### config.mk
export PLATFORM = sky130hd
export DESIGN_NAME = srn_merge
export DESIGN_NICKNAME = d
export VERILOG_FILES = /design/src/rtl/core/srn_pkg.sv /design/src/rtl/core/srn_merge.sv
export SDC_FILE = /design/constraint.sdc
export NUM_CORES = 1
export LEC_CHECK = 0
export BUFFER_PORTS_ARGS = -buffer_cell sky130_fd_sc_hd__buf_2
export CAP_MARGIN = 20
export CORE_AREA = 2 2 209 211
export DETAILED_ROUTE_END_ITERATION = 6
export DIE_AREA = 0 0 211 213
export PLACE_DENSITY = 0.79
export SLEW_MARGIN = 20
export SYNTH_ARGS = -nofsm -noshare
export SYNTH_HDL_FRONTEND = slang
export SYNTH_SLANG_ARGS = --single-unit
export TNS_END_PERCENT = 20
### constraint.sdc
create_clock -name clock -period 5.8 [get_ports clock]
set_input_delay 0.58 -clock clock [delete_from_list [all_inputs] [get_ports clock]]
set_output_delay 0.58 -clock clock [all_outputs]
set_load 0.02 [all_outputs]
### src/rtl/core/srn_pkg.sv
`default_nettype none

package srn_pkg;

   // sample and intermediate widths, all exact for signed q4.12 inputs
   localparam int unsigned SAMPLE_WIDTH  = 16;
   localparam int unsigned ROW_COUNT     = 3;
   localparam int unsigned PROD_WIDTH    = 2 * SAMPLE_WIDTH;
   localparam int unsigned PAIR_WIDTH    = PROD_WIDTH + 1;
   localparam int unsigned DOT_WIDTH     = PROD_WIDTH + 2;
   localparam int unsigned SQFULL_WIDTH  = 2 * DOT_WIDTH;
   localparam int unsigned SQUARE_WIDTH  = SQFULL_WIDTH - 2;
   localparam int unsigned NORM_WIDTH    = 43;
   localparam int unsigned NORM_SHIFT    = 26;
   localparam int unsigned ACC_WIDTH     = NORM_WIDTH + NORM_SHIFT;

   localparam int unsigned REQ_TDATA_WIDTH = 2 * ROW_COUNT * SAMPLE_WIDTH;
   localparam int unsigned RSP_TDATA_WIDTH = ((NORM_WIDTH + 7) / 8) * 8;

   // lanes 0..2 are the diagonal terms, 3..5 the symmetrised cross terms
   localparam int unsigned LANE_COUNT = 6;
   localparam int unsigned PART_COUNT = 3;
   localparam int unsigned LANE_X [LANE_COUNT] = '{0, 1, 2, 0, 0, 1};
   localparam int unsigned LANE_Y [LANE_COUNT] = '{0, 1, 2, 1, 2, 2};

   typedef logic signed [SAMPLE_WIDTH-1:0] sample_type;
   typedef sample_type [ROW_COUNT-1:0]     column_type;
   typedef logic [SQUARE_WIDTH-1:0]        square_type;
   typedef logic [NORM_WIDTH-1:0]          norm_type;

endpackage

`default_nettype wire

### src/rtl/core/srn_merge.sv
`default_nettype none

module srn_merge
   import srn_pkg::*;
(
   input  wire logic       clock,
   input  wire logic       advance,
   input  wire square_type square [LANE_COUNT],
   output norm_type        norm_squared
);

   // diagonal lanes carry (2d)^2, cross lanes c^2: sum diag + 2 * cross, drop 26 bits
   logic [ACC_WIDTH-1:0] part_in [PART_COUNT];
   logic [ACC_WIDTH-1:0] part_ff [PART_COUNT];
   logic [ACC_WIDTH-1:0] total;
   norm_type             norm_ff;

   always_comb begin
      part_in[0] = ACC_WIDTH'(square[0]) + ACC_WIDTH'(square[1]);
      part_in[1] = ACC_WIDTH'(square[2]) + (ACC_WIDTH'(square[3]) << 1);
      part_in[2] = (ACC_WIDTH'(square[4]) << 1) + (ACC_WIDTH'(square[5]) << 1);
      total      = part_ff[0] + part_ff[1] + part_ff[2];
   end

   always_ff @(posedge clock) begin
      if (advance) begin
         part_ff <= part_in;
         norm_ff <= total[ACC_WIDTH-1:NORM_SHIFT];
      end
   end

   assign norm_squared = norm_ff;

endmodule

`default_nettype wire

==> PnR_summary.wiki, run 1 <==
{| class="wikitable"
! Metric !! Value
|-
| Fraction of final layout cells with drive strength greater than 1 || 0.1776
|-
| Clock Sink Count || 245
|-
| Worst-path clk slew || around 0.06 ns
|-
| Worst setup path class || reg -> reg
|-
| Drt pass-1 iters || 6
|-
| Net count after synthesis || ~3200
|-
| Placed Instance Area || 25790 um^2
|-
| # setup viols final || 0
|-
| Proportion of netlist area held by the largest area contributor || 0.3169
|-
| Nature of the critical path endpoint || register
|-
| Remaining number of nets flagged by the antenna check after routing || 0
|-
| Relative contribution of sequential cells to total power || 0.309
|-
| Largest cells by area after synthesis || sky130_fd_sc_hd__edfxtp_1, sky130_fd_sc_hd__ha_1, sky130_fd_sc_hd__a21oi_1, sky130_fd_sc_hd__fa_1, sky130_fd_sc_hd__a21o_1
|-
| Reg2Reg Capture Point || norm_squared[42]$_DFFE_PP_
|-
| I/O pin count || 441
|-
| Fmax || between 200 and 250 MHz
|-
| Required time at the endpoint of the critical path || approximately 6 ns
|-
| Slew at the pin closest to its max-slew limit || roughly 0.83 ns
|-
| Cell Count Post-Placement || 3361
|-
| Maximum vdd ir drop || 0.1903 mV
|-
| Switching power as a share of total power || 0.4117
|-
| Final Cell Area || between 20000 and 30000 um^2
|-
| Max-slew violation count || 0
|-
| Worst r2r path cells || 15
|-
| Synthesis-to-layout area growth || 14.76%
|-
| Commonest non-fill, non-tap cells in the layout || sky130_fd_sc_hd__buf_2, sky130_fd_sc_hd__a21oi_1, sky130_fd_sc_hd__ha_1, sky130_fd_sc_hd__edfxtp_1, sky130_fd_sc_hd__nand2_1
|-
| Yosys warns || 0
|-
| Std-Cell Core Area || 42700 um^2
|-
| Count of cells along the worst hold path || 1
|-
| Total power per unit cell area || between 300 and 400 nW/um^2
|-
| Die area || 44940 um^2
|-
| Status || finished, final reports clean
|-
| Yosys top cell by area || sky130_fd_sc_hd__edfxtp_1
|-
| Sw Pwr || 3.837 mW
|-
| Postcts setup bufs || 0
|-
| Number of antenna violations at the first check in global routing || 2
|-
| Wire length of the first global-routing pass || 105900 um
|-
| Post-synthesis area per instance || 9.425 um^2
|-
| Max FO, Critical Path || 4
|-
| Via count || 20673
|-
| Share of the cycle needed by the critical path after routing || 0.6945
|-
| Detailed-placement wirelength estimate || around 57000 um
|-
| Static power due to leakage || around 12 nW
|-
| CTS buffer count || 25
|-
| Total routing usage reported by global routing || 0.3004
|-
| Fillers || 3646
|-
| Max-cap viol count || 0
|-
| Worst reg2reg startpoint || part_ff[8]$_DFFE_PP_
|-
| Number of resized instances in the post-cts repair step || 0
|-
| Die span in y || 213 um
|-
| Buffer levels on the longest clock path || 3
|-
| Routed length per placed instance || 20.32 um
|-
| Slack of the worst reg-to-reg path || 1.77 ns
|-
| Number of synthesized flops with an enable pin || 245
|-
| Worst min-delay path startpoint || square[198]
|-
| Synthesized flop and latch total || 245
|-
| Total Wirelength || 69220 um
|-
| Vias per cell || 6.068
|-
| Final nets || 3573
|-
| Endpoints failing hold || 0
|-
| Number of hold-repair buffers added at the cts stage || 0
|-
| Type of the tightest min-delay check || in -> reg
|-
| Post-route non-filler standard cell count || 3407
|-
| Final critical delay including setup and external delays || approximately 4 ns
|-
| Number of levels the H-tree was split into || 1
|-
| Row count || 76
|-
| Clock insertion delay at the later pin of the skew report || 0.54 ns
|-
| Setup Skew || around 0.02 ns
|-
| Worst hold path endpoint || part_ff[69]$_DFFE_PP_
|-
| Mapped cell area || 23210 um^2
|-
| Cell variety after synth || 77
|-
| Placer Congestion || 0.9482
|-
| Detailed-route DRC error count || 0
|-
| Commonest non-fill, non-tap cell in the layout || sky130_fd_sc_hd__buf_2
|-
| Setup total negative slack || 0 ns
|-
| Critical path data arrival time || 4.31 ns
|-
| Violation count after the first detailed-routing iteration || 1678
|-
| Via count of the first global-routing pass || 19562
|-
| RSZ-0062 raised after global routing || false
|-
| Post-synthesis instance total || roughly 2500
|-
| Share of total power in the clock network || 0.181
|-
| Number of I/O port buffers || 440
|-
| Remaining global-route overflow || 0
|-
| Largest net degree at the start of global routing || 146
|-
| Proportion of synthesized flip-flops having asynchronous set or reset || 0
|-
| Sequential cell area fraction in the yosys report || 0.3169
|-
| Clock tree from TritonCTS || yes
|-
| Combinational group share of total power || 0.510
|-
| Startpoint type of the worst setup path || register
|-
| Floorplan die width || 211 um
|-
| Leading register cell type out of synthesis || sky130_fd_sc_hd__edfxtp_1
|-
| Worst rel slew slack || 0.4449
|-
| Initial Utilization || 0.5437
|-
| Internal cell power || ~5.5 mW
|-
| CTS Root Buffer Type || sky130_fd_sc_hd__clkbuf_16
|}
## sequential cells by signal (all words and copies together), names as in the netlist
signal / count
norm_squared: 43
part_ff: 202
## kinds of logic (layout without fill, tap and decap cells)
logic type / Yosys count / after routing / synth area share
other: 0 / 1 / 0
and+or+nand+nor: 564 / 564 / 0.1186
DFF: 245 / 245 / 0.3169
muxes: 2 / 2 / 0.0008624
xor gates and xnor gates: 227 / 227 / 0.08565
adders and majority gates: 333 / 333 / 0.2018
AOI/OAI and AO/OA: 872 / 872 / 0.2404
buffers and inverters: 220 / 617 / 0.03574
## through the flow
step / setup slack [ns] / util / power, mW / hold WS [ns]
2_1_floorplan: 2.327 / - / 6.101 / 0.6571
5_1_grt: 1.576 / 0.6240 / 9.927 / 0.2105
3_5_place_dp: 1.603 / 0.6041 / 7.520 / 0.7581
3_3_place_gp: 1.707 / 0.6041 / 7.440 / 0.7539
4_1_cts: 1.776 / 0.6239 / 9.264 / 0.1943
6_report: 1.772 / 0.6240 / 9.320 / 0.2150
## how the worst max path moves through the flow
stage | from | to | slack [ns] | depth (start not counted)
2_1_floorplan | square[132] | part_ff[106]$_DFFE_PP_ | 2.33 | 13
3_3_place_gp | square[132] | part_ff[106]$_DFFE_PP_ | 1.71 | 14
3_5_place_dp | square[264] | part_ff[204]$_DFFE_PP_ | 1.60 | 14
4_1_cts | part_ff[6]$_DFFE_PP_ | norm_squared[42]$_DFFE_PP_ | 1.78 | 15
5_1_grt | part_ff[8]$_DFFE_PP_ | norm_squared[12]$_DFFE_PP_ | 1.58 | 15
6_report | part_ff[8]$_DFFE_PP_ | norm_squared[42]$_DFFE_PP_ | 1.77 | 15
## Yosys cell counts, drive strengths merged, types with 10 or more instances
cell / instances
fa: 69
ha: 264
o21bai: 58
a211o: 10
clkbuf: 84
inv: 131
and4: 10
a21o: 163
o211ai: 17
a211oi: 20
and3: 21
xor2: 92
a21boi: 13
xnor2: 135
o21ai: 151
nand4: 75
o21a: 26
a31oi: 34
a21oi: 304
nand3: 62
nand2: 168
nor3: 26
a221oi: 11
nand2b: 13
o31ai: 14
nor2: 115
edfxtp: 245
and2: 18
nor4: 12
nor2b: 15
## metal layers
metal | wire (um) | part of all wire | global-route usage
met1 | 33180 | 0.48 | 0.4651
met2 | 29400 | 0.42 | 0.4553
met3 | 5432 | 0.078 | 0.03148
met4 | 1193 | 0.017 | 0.05949
met5 | 13 | 0.00019 | 0
## worst max-delay path, cell delays in order, from the launching register on
cell	delay [ns]
sky130_fd_sc_hd__edfxtp_1	0.39
sky130_fd_sc_hd__inv_1	0.08
sky130_fd_sc_hd__fa_1	0.53
sky130_fd_sc_hd__inv_1	0.04
sky130_fd_sc_hd__ha_1	0.29
sky130_fd_sc_hd__and3_1	0.18
sky130_fd_sc_hd__a221oi_1	0.32
sky130_fd_sc_hd__nand3b_1	0.16
sky130_fd_sc_hd__o21a_1	0.22
sky130_fd_sc_hd__a211o_1	0.35
sky130_fd_sc_hd__nand3_1	0.14
sky130_fd_sc_hd__a31oi_1	0.20
sky130_fd_sc_hd__a31oi_1	0.38
sky130_fd_sc_hd__o21ai_0	0.18
sky130_fd_sc_hd__a21oi_1	0.21
sky130_fd_sc_hd__xnor2_1	0.09
## final cells by class
cell class / instances / area, um^2 / area share
multi-input combinational: 1998 / 15030 / 0.5641
sequential: 245 / 7357 / 0.2762
timing repair buffer: 441 / 2232 / 0.08379
tap: 546 / 683.2 / 0.02564
clock buffer: 27 / 633.1 / 0.02376
inverter: 131 / 491.7 / 0.01846
clock inverter: 18 / 214.0 / 0.008031
antenna: 1 / 2.502 / 0.00009393
## power groups by stage
stage                     registers, mW  clock network [mW]  logic, mW
final                              2.88                1.69       4.75
after global routing               2.92                1.77       5.24
after CTS                          2.88                1.71       4.67
after detailed placement           2.91                   0       4.61
after global placement             2.91                   0       4.53
after floorplan                    2.98                   0       3.12
No activity file was read; power rests on OpenSTA's default activity.
==> run 2: changes to the inputs <==
- clock period: 5.8 -> 3.8 ns (I/O delays scaled with it)
==> run 2 against run 1 <==
Effect of this change: die area unchanged; total power increased by 57%; critical path depth unchanged; highest routed layer is now met4; setup slack worse by 1.7 ns; sequential share of layout area shrank 0.55 points.
==> PnR_summary.wiki, run 2 (same netlist as run 1, synthesis figures left out) <==
{| class="wikitable"
! Metric !! Value
|-
| Status || finished, final reports clean
|-
| Crit-path slowest cell || sky130_fd_sc_hd__fa_1
|-
| Clock tree from TritonCTS || yes
|-
| Worst r2r path cells || 15 (unchanged)
|-
| Register name with the most flops || part_ff
|-
| Slew at the pin closest to its max-slew limit || 0.5846 ns (-0.2481 ns)
|-
| Type of the tightest min-delay check || in -> reg
|-
| Initial Utilization || 0.5437 (unchanged)
|-
| Required time at the endpoint of the critical path || 4.09 ns (-1.99 ns)
|-
| Clock insertion delay at the later pin of the skew report || 0.54 ns (about the same)
|-
| CTS buffer count || 26 (+4.0%)
|-
| Total power per unit cell area || 539.9 nW/um^2 (+54%)
|-
| Static power due to leakage || 12.28 nW (+2.6%)
|-
| Buffer levels on the longest clock path || 3 (unchanged)
|-
| Remaining global-route overflow || 0 (unchanged)
|-
| Worst min-delay path startpoint || square[198]
|-
| Number of antenna violations at the first check in global routing || 3 (+1)
|-
| Die span in y || 213 um (unchanged)
|-
| Max FO, Critical Path || 3 (-1)
|-
| Share of the core filled with cells in the final layout || 0.6366 (+0.01266)
|-
| Total stage count of the critical path || 15 (unchanged)
|-
| Max-slew violation count || 0 (unchanged)
|-
| CTS Root Buffer Type || sky130_fd_sc_hd__clkbuf_16
|-
| Std-Cell Core Area || 42700 um^2 (unchanged)
|-
| Met3 GRT Util || 0.03383 (+0.002353)
|-
| Global Route met1 Usage || 0.4840 (+0.01888)
|-
| Placer Congestion || 0.9688 (+2.2%)
|-
| Setup Skew || 0.01752 ns (-0.002535 ns)
|-
| Synthesis-to-layout area growth || 17.09%
|-
| Final critical delay including setup and external delays || 3.736 ns (-0.2924 ns)
|-
| Endpoints failing hold || 0 (unchanged)
|-
| Routed length per placed instance || 20.50 um (+0.89%)
|-
| Slack of the worst reg-to-reg path || 0.06 ns (-1.71 ns)
|-
| I/O pin count || 441 (unchanged)
|-
| Most numerous cell on the critical path || sky130_fd_sc_hd__a21o_1
|-
| Wire length of the first global-routing pass || 108300 um (+2.3%)
|-
| Row count || 76 (unchanged)
|-
| Worst path top cell family by delay || compound AO/OA/AOI/OAI gates
|-
| Total Wirelength || 71110 um (+2.7%)
|-
| Remaining number of nets flagged by the antenna check after routing || 0 (unchanged)
|-
| Number of levels the H-tree was split into || 1 (unchanged)
|-
| Via count || 21000 (+1.6%)
|-
| Worst reg2reg startpoint || part_ff[7]$_DFFE_PP_
|-
| Postcts setup bufs || 0 (unchanged)
|-
| Floorplan die width || 211 um (unchanged)
|-
| Setup total negative slack || 0 ns (unchanged)
|-
| Detailed-placement wirelength estimate || 58950 um (+4.0%)
|-
| Commonest non-fill, non-tap cells in the layout || sky130_fd_sc_hd__buf_2, sky130_fd_sc_hd__a21oi_1, sky130_fd_sc_hd__ha_1, sky130_fd_sc_hd__edfxtp_1, sky130_fd_sc_hd__nand2_1
|-
| Total routing usage reported by global routing || 0.3099 (+0.009501)
|-
| Fmax || 267.7 MHz (+7.8%)
|-
| Nature of the critical path endpoint || register
|-
| Worst hold path endpoint || part_ff[69]$_DFFE_PP_
|-
| Final hold slack || 0.01706 ns (-0.1979 ns)
|-
| RSZ-0062 raised after global routing || true
|-
| Worst rel slew slack || 0.6103 (+0.1654)
|-
| Commonest non-fill, non-tap cell in the layout || sky130_fd_sc_hd__buf_2
|-
| Drt pass-1 iters || 5 (-1)
|-
| Worst-path clk slew || 0.06 ns (about the same)
|-
| Worst setup path class || reg -> reg
|-
| Clock Sink Count || 245 (unchanged)
|-
| Number of flip-flops in the largest register || 202 (unchanged)
|-
| Largest net degree at the start of global routing || 94 (-36%)
|-
| Fraction of final layout cells with drive strength greater than 1 || 0.1986 (+0.02094)
|-
| Vias per cell || 6.054 (-0.23%)
|-
| GR met2 Demand/Resource || 0.4620 (+0.006692)
|-
| Reg2Reg Capture Point || norm_squared[35]$_DFFE_PP_
|-
| Crit path buf inv count || 2 (unchanged)
|-
| Number of I/O port buffers || 440 (unchanged)
|-
| Final Cell Area || 27180 um^2 (+2.0%)
|-
| Cells along the critical path || inv_1 > fa_1 > inv_1 > ha_1 > a21o_1 > a221oi_2 > nand3b_1 > o21a_1 > a211o_1 > nand3_2 > a31oi_2 > a21o_1 > a21o_1 > a21oi_1 > xnor2_1
|-
| Violation count after the first detailed-routing iteration || 1850 (+10%)
|-
| Die area || 44940 um^2 (unchanged)
|-
| Critical path data arrival time || 4.03 ns (-0.28 ns)
|-
| Placed Instance Area || 26250 um^2 (+1.8%)
|-
| Largest stage delay, worst path || 0.54 ns (about the same)
|-
| Share of the cycle needed by the critical path after routing || 0.9831 (+0.2886)
|-
| # setup viols final || 0 (unchanged)
|-
| Detailed-route DRC error count || 0 (unchanged)
|-
| Final nets || 3633 (+1.7%)
|-
| Maximum vdd ir drop || 0.4088 mV (+110%)
|-
| Via count of the first global-routing pass || 19870 (+1.6%)
|-
| Routing layer with the top usage in global route || met1
|-
| Count of cells along the worst hold path || 1 (unchanged)
|-
| Max-cap viol count || 0 (unchanged)
|-
| Startpoint type of the worst setup path || register
|-
| Number of hold-repair buffers added at the cts stage || 0 (unchanged)
|}
==> run 2: metal layers <==
| metal | share of wire | routed length (um) | vias to the layer above |
|---|---|---|---|
| li1 | - | - | 10075 |
| met1 | 0.47 | 33540 | 9835 |
| met2 | 0.42 | 29980 | 1006 |
| met3 | 0.088 | 6260 | 84 |
| met4 | 0.019 | 1328 | 0 |
| met5 | 0 | 0 | - |
==> run 2: per-stage QoR <==
step	std cells	setup slack, ns	total power [mW]
2_1_floorplan	2463	0.3850	9.313
3_3_place_gp	3420	0.05000	11.68
3_5_place_dp	3420	-0.1248	11.84
4_1_cts	3467	0.002082	14.53
5_1_grt	3469	-0.05721	15.63
6_report	3469	0.06418	14.68
==> run 2: report_power, final <==
group	internal, mW	switching (mW)
combinational	3.15	4.55
sequential	3.99	0.396
clock	1.50	1.09
total	8.63	6.04
==> run 2: area by class of cell <==
class                           count  area [um^2]
Fill cell                        3500        15510
Multi-Input combinational cell   1998        15090
Sequential cell                   245         7357
Timing Repair Buffer              500         2688
Tap cell                          546        683.2
Clock buffer                       28        679.4
Inverter                          131        491.7
Clock inverter                     19        190.2
Antenna cell                        2        5.005
==> run 2: worst max path at each step <==
stage / startpoint / end / slack [ns]
global placement: part_ff[7]$_DFFE_PP_ / norm_squared[42]$_DFFE_PP_ / 0.05
floorplan: part_ff[7]$_DFFE_PP_ / norm_squared[15]$_DFFE_PP_ / 0.39
finish: part_ff[7]$_DFFE_PP_ / norm_squared[35]$_DFFE_PP_ / 0.06
CTS: part_ff[7]$_DFFE_PP_ / norm_squared[42]$_DFFE_PP_ / 0.002
global route: part_ff[7]$_DFFE_PP_ / norm_squared[35]$_DFFE_PP_ / -0.06
detailed placement: part_ff[7]$_DFFE_PP_ / norm_squared[42]$_DFFE_PP_ / -0.12
==> run 2: timing repair <==
action	in CTS	in global routing
pin swaps	1	5
resized for setup	3	11
hold endpoints to repair	0	0
endpoints found under the setup margin	4	12
==> run 3: changes to the inputs <==
- ABC_AREA: not set -> 0
- BUFFER_PORTS_ARGS: -buffer_cell sky130_fd_sc_hd__buf_2 -> not set
- DONT_BUFFER_PORTS: not set -> 1
- PLACE_DENSITY: 0.79 -> 0.7
==> run 3 against run 2 <==
Effect of this change: non-clock buffer count down 436; sequential share of layout area up 2.3 points; largest cell class unchanged; clock-buffer cell count up 3; clock power up 10%; global-route usage down 0.59 points; critical path type unchanged; routed wire length down 2.8%.
==> PnR_summary.wiki, run 3 (same netlist as run 1, synthesis figures left out) <==
{| class="wikitable"
! Metric !! Value
|-
| Count of cells along the worst hold path || 0 (-1)
|-
| Commonest non-fill, non-tap cells in the layout || sky130_fd_sc_hd__a21oi_1, sky130_fd_sc_hd__ha_1, sky130_fd_sc_hd__edfxtp_1, sky130_fd_sc_hd__nand2_1, sky130_fd_sc_hd__a21o_1
|-
| Startpoint type of the worst setup path || register
|-
| Synthesis-to-layout area growth || 7.988%
|-
| Detailed-placement wirelength estimate || 56710 um (-3.8%)
|-
| Final nets || 3199 (-12%)
|-
| Fmax || 268.8 MHz (+0.43%)
|-
| Fraction of final layout cells with drive strength greater than 1 || 0.05663 (-0.1419)
|-
| Final Cell Area || 25070 um^2 (-7.8%)
|-
| Commonest non-fill, non-tap cell in the layout || sky130_fd_sc_hd__a21oi_1
|-
| Nature of the critical path endpoint || register
|-
| Wire length of the first global-routing pass || 104800 um (-3.3%)
|-
| Placer Congestion || 0.9617 (-0.73%)
|-
| Setup Skew || 0.01665 ns (-0.0008783 ns)
|-
| Worst-path clk slew || 0.06 ns (about the same)
|-
| Most numerous cell on the critical path || sky130_fd_sc_hd__a21o_1
|-
| # setup viols final || 0 (unchanged)
|-
| Total Wirelength || 69140 um (-2.8%)
|-
| Type of the tightest min-delay check || in -> reg
|-
| Die span in y || 213 um (unchanged)
|-
| Worst r2r path cells || 17 (+2)
|-
| Final critical delay including setup and external delays || 3.720 ns (-0.01589 ns)
|-
| Largest net degree at the start of global routing || 236 (+150%)
|-
| Number of levels the H-tree was split into || 1 (unchanged)
|-
| Worst path setup slack after routing || 0.08006 ns (+0.01589 ns)
|-
| Max-slew violation count || 0 (unchanged)
|-
| Std-Cell Core Area || 42700 um^2 (unchanged)
|-
| Remaining number of nets flagged by the antenna check after routing || 0 (unchanged)
|-
| Row count || 76 (unchanged)
|-
| Static power due to leakage || 10.60 nW (-14%)
|-
| Via count of the first global-routing pass || 18305 (-7.9%)
|-
| Drt pass-1 iters || 5 (unchanged)
|-
| Setup total negative slack || 0 ns (unchanged)
|-
| Initial Utilization || 0.5437 (unchanged)
|-
| Slew at the pin closest to its max-slew limit || 0.5563 ns (-0.02822 ns)
|-
| Power after layout || 14.44 mW (-1.6%)
|-
| Total power per unit cell area || 576.0 nW/um^2 (+6.7%)
|-
| Die area || 44940 um^2 (unchanged)
|-
| Status || finished, final reports clean
|-
| Number of flip-flops in the largest register || 202 (unchanged)
|-
| Post-placement setup slack || -0.01961 ns (+0.1052 ns)
|-
| CTS buffer count || 28 (+7.7%)
|-
| Number of I/O port buffers || 0 (-100%)
|-
| Clock Sink Count || 245 (unchanged)
|-
| Floorplan die width || 211 um (unchanged)
|-
| Routed length per placed instance || 22.75 um (+11%)
|-
| Share of the cycle needed by the critical path after routing || 0.9789 (-0.004180)
|-
| Crit-path slowest cell || sky130_fd_sc_hd__fa_1
|-
| Buffer levels on the longest clock path || 3 (unchanged)
|-
| Register name with the most flops || part_ff
|-
| I/O pin count || 441 (unchanged)
|-
| Via count || 19262 (-8.3%)
|-
| Violation count after the first detailed-routing iteration || 1637 (-12%)
|-
| Required time at the endpoint of the critical path || 4.09 ns (about the same)
|-
| Maximum vdd ir drop || 0.3938 mV (-3.7%)
|-
| Vias per cell || 6.338 (+4.7%)
|-
| Number of antenna violations at the first check in global routing || 7 (+4)
|-
| Clock insertion delay at the later pin of the skew report || 0.55 ns (about the same)
|-
| Post-route non-filler standard cell count || 3039 (-12%)
|-
| Placed Instance Area || 24000 um^2 (-8.6%)
|-
| Detailed-route DRC error count || 0 (unchanged)
|-
| Max-cap viol count || 0 (unchanged)
|-
| Final hold slack || 0.04642 ns (+0.02936 ns)
|-
| Endpoints failing hold || 0 (unchanged)
|-
| Total routing usage reported by global routing || 0.3039 (-0.005949)
|-
| Critical path data arrival time || 4.01 ns (-0.02 ns)
|-
| Worst rel slew slack || 0.6252 (+0.01489)
|-
| CTS Root Buffer Type || sky130_fd_sc_hd__clkbuf_16
|-
| Remaining global-route overflow || 0 (unchanged)
|-
| Worst setup path class || reg -> reg
|-
| Cells along the critical path || inv_1 > fa_1 > inv_1 > ha_1 > a21o_1 > a221oi_2 > nand3b_1 > o21a_1 > a211o_1 > nand3_2 > a31oi_1 > buf_4 > buf_4 > a21o_1 > a21o_1 > a21oi_2 > xnor2_1
|-
| Largest stage delay, worst path || 0.53 ns (about the same)
|-
| Share of the core filled with cells in the final layout || 0.5871 (-0.04950)
|-
| Clock tree from TritonCTS || yes
|-
| Max FO, Critical Path || 3 (unchanged)
|-
| RSZ-0062 raised after global routing || true
|-
| Cell Count Post-Placement || 2979 (-13%)
|}
-- run 3: report_power, final --
part / total, mW / switching [mW] / internal, mW
logic: 6.84 / 3.95 / 2.89
clock network: 2.86 / 1.13 / 1.73
registers: 4.74 / 0.740 / 4.00
-- run 3: worst paths after layout --
path / from / end / slack [ns]
worst min register to register: part_ff[67]$_DFFE_PP_ / norm_squared[42]$_DFFE_PP_ / 0.74
worst max register to register: part_ff[7]$_DFFE_PP_ / norm_squared[35]$_DFFE_PP_ / 0.08
worst min-delay path: advance / part_ff[155]$_DFFE_PP_ / 0.05
worst max-delay path: part_ff[7]$_DFFE_PP_ / norm_squared[35]$_DFFE_PP_ / 0.08
-- run 3: cell type report --
| cell class | instances | area [um^2] |
|---|---|---|
| clock buffers | 31 | 733.2 |
| well taps | 546 | 683.2 |
| inverters | 131 | 491.7 |
| multi-input cells | 1998 | 15070 |
| flip-flops and latches | 245 | 7357 |
| repair buffers | 64 | 490.5 |
| clock inverters | 21 | 237.7 |
| diodes | 3 | 7.507 |
| fillers | 3830 | 17630 |
-- run 3: worst max-delay path: cells and delay by family (launching register included) --
family,cells,cell delay (ns)
buffers and inverters,4,0.39
flip-flops,1,0.33
XOR/XNOR,1,0.07
AND/OR/NAND/NOR,2,0.26
AO/OA/AOI/OAI,8,1.57
adder cells (fa/ha/maj),2,0.82
-- run 3: what timing repair did --
action / 4_1_cts / 5_1_grt
endpoints found under the hold margin: 6 / 0
pin swaps: 0 / 7
hold buffers: 4 / 0
buffers inserted: 0 / 1
gates resized for setup: 1 / 9
endpoints found under the setup margin: 1 / 12
-- run 3: per-layer routing --
metal | track usage | part of all wire
met5 | 0 | 0
met1 | 0.4667 | 0.48
met3 | 0.07207 | 0.099
met2 | 0.4276 | 0.40
met4 | 0.07407 | 0.025
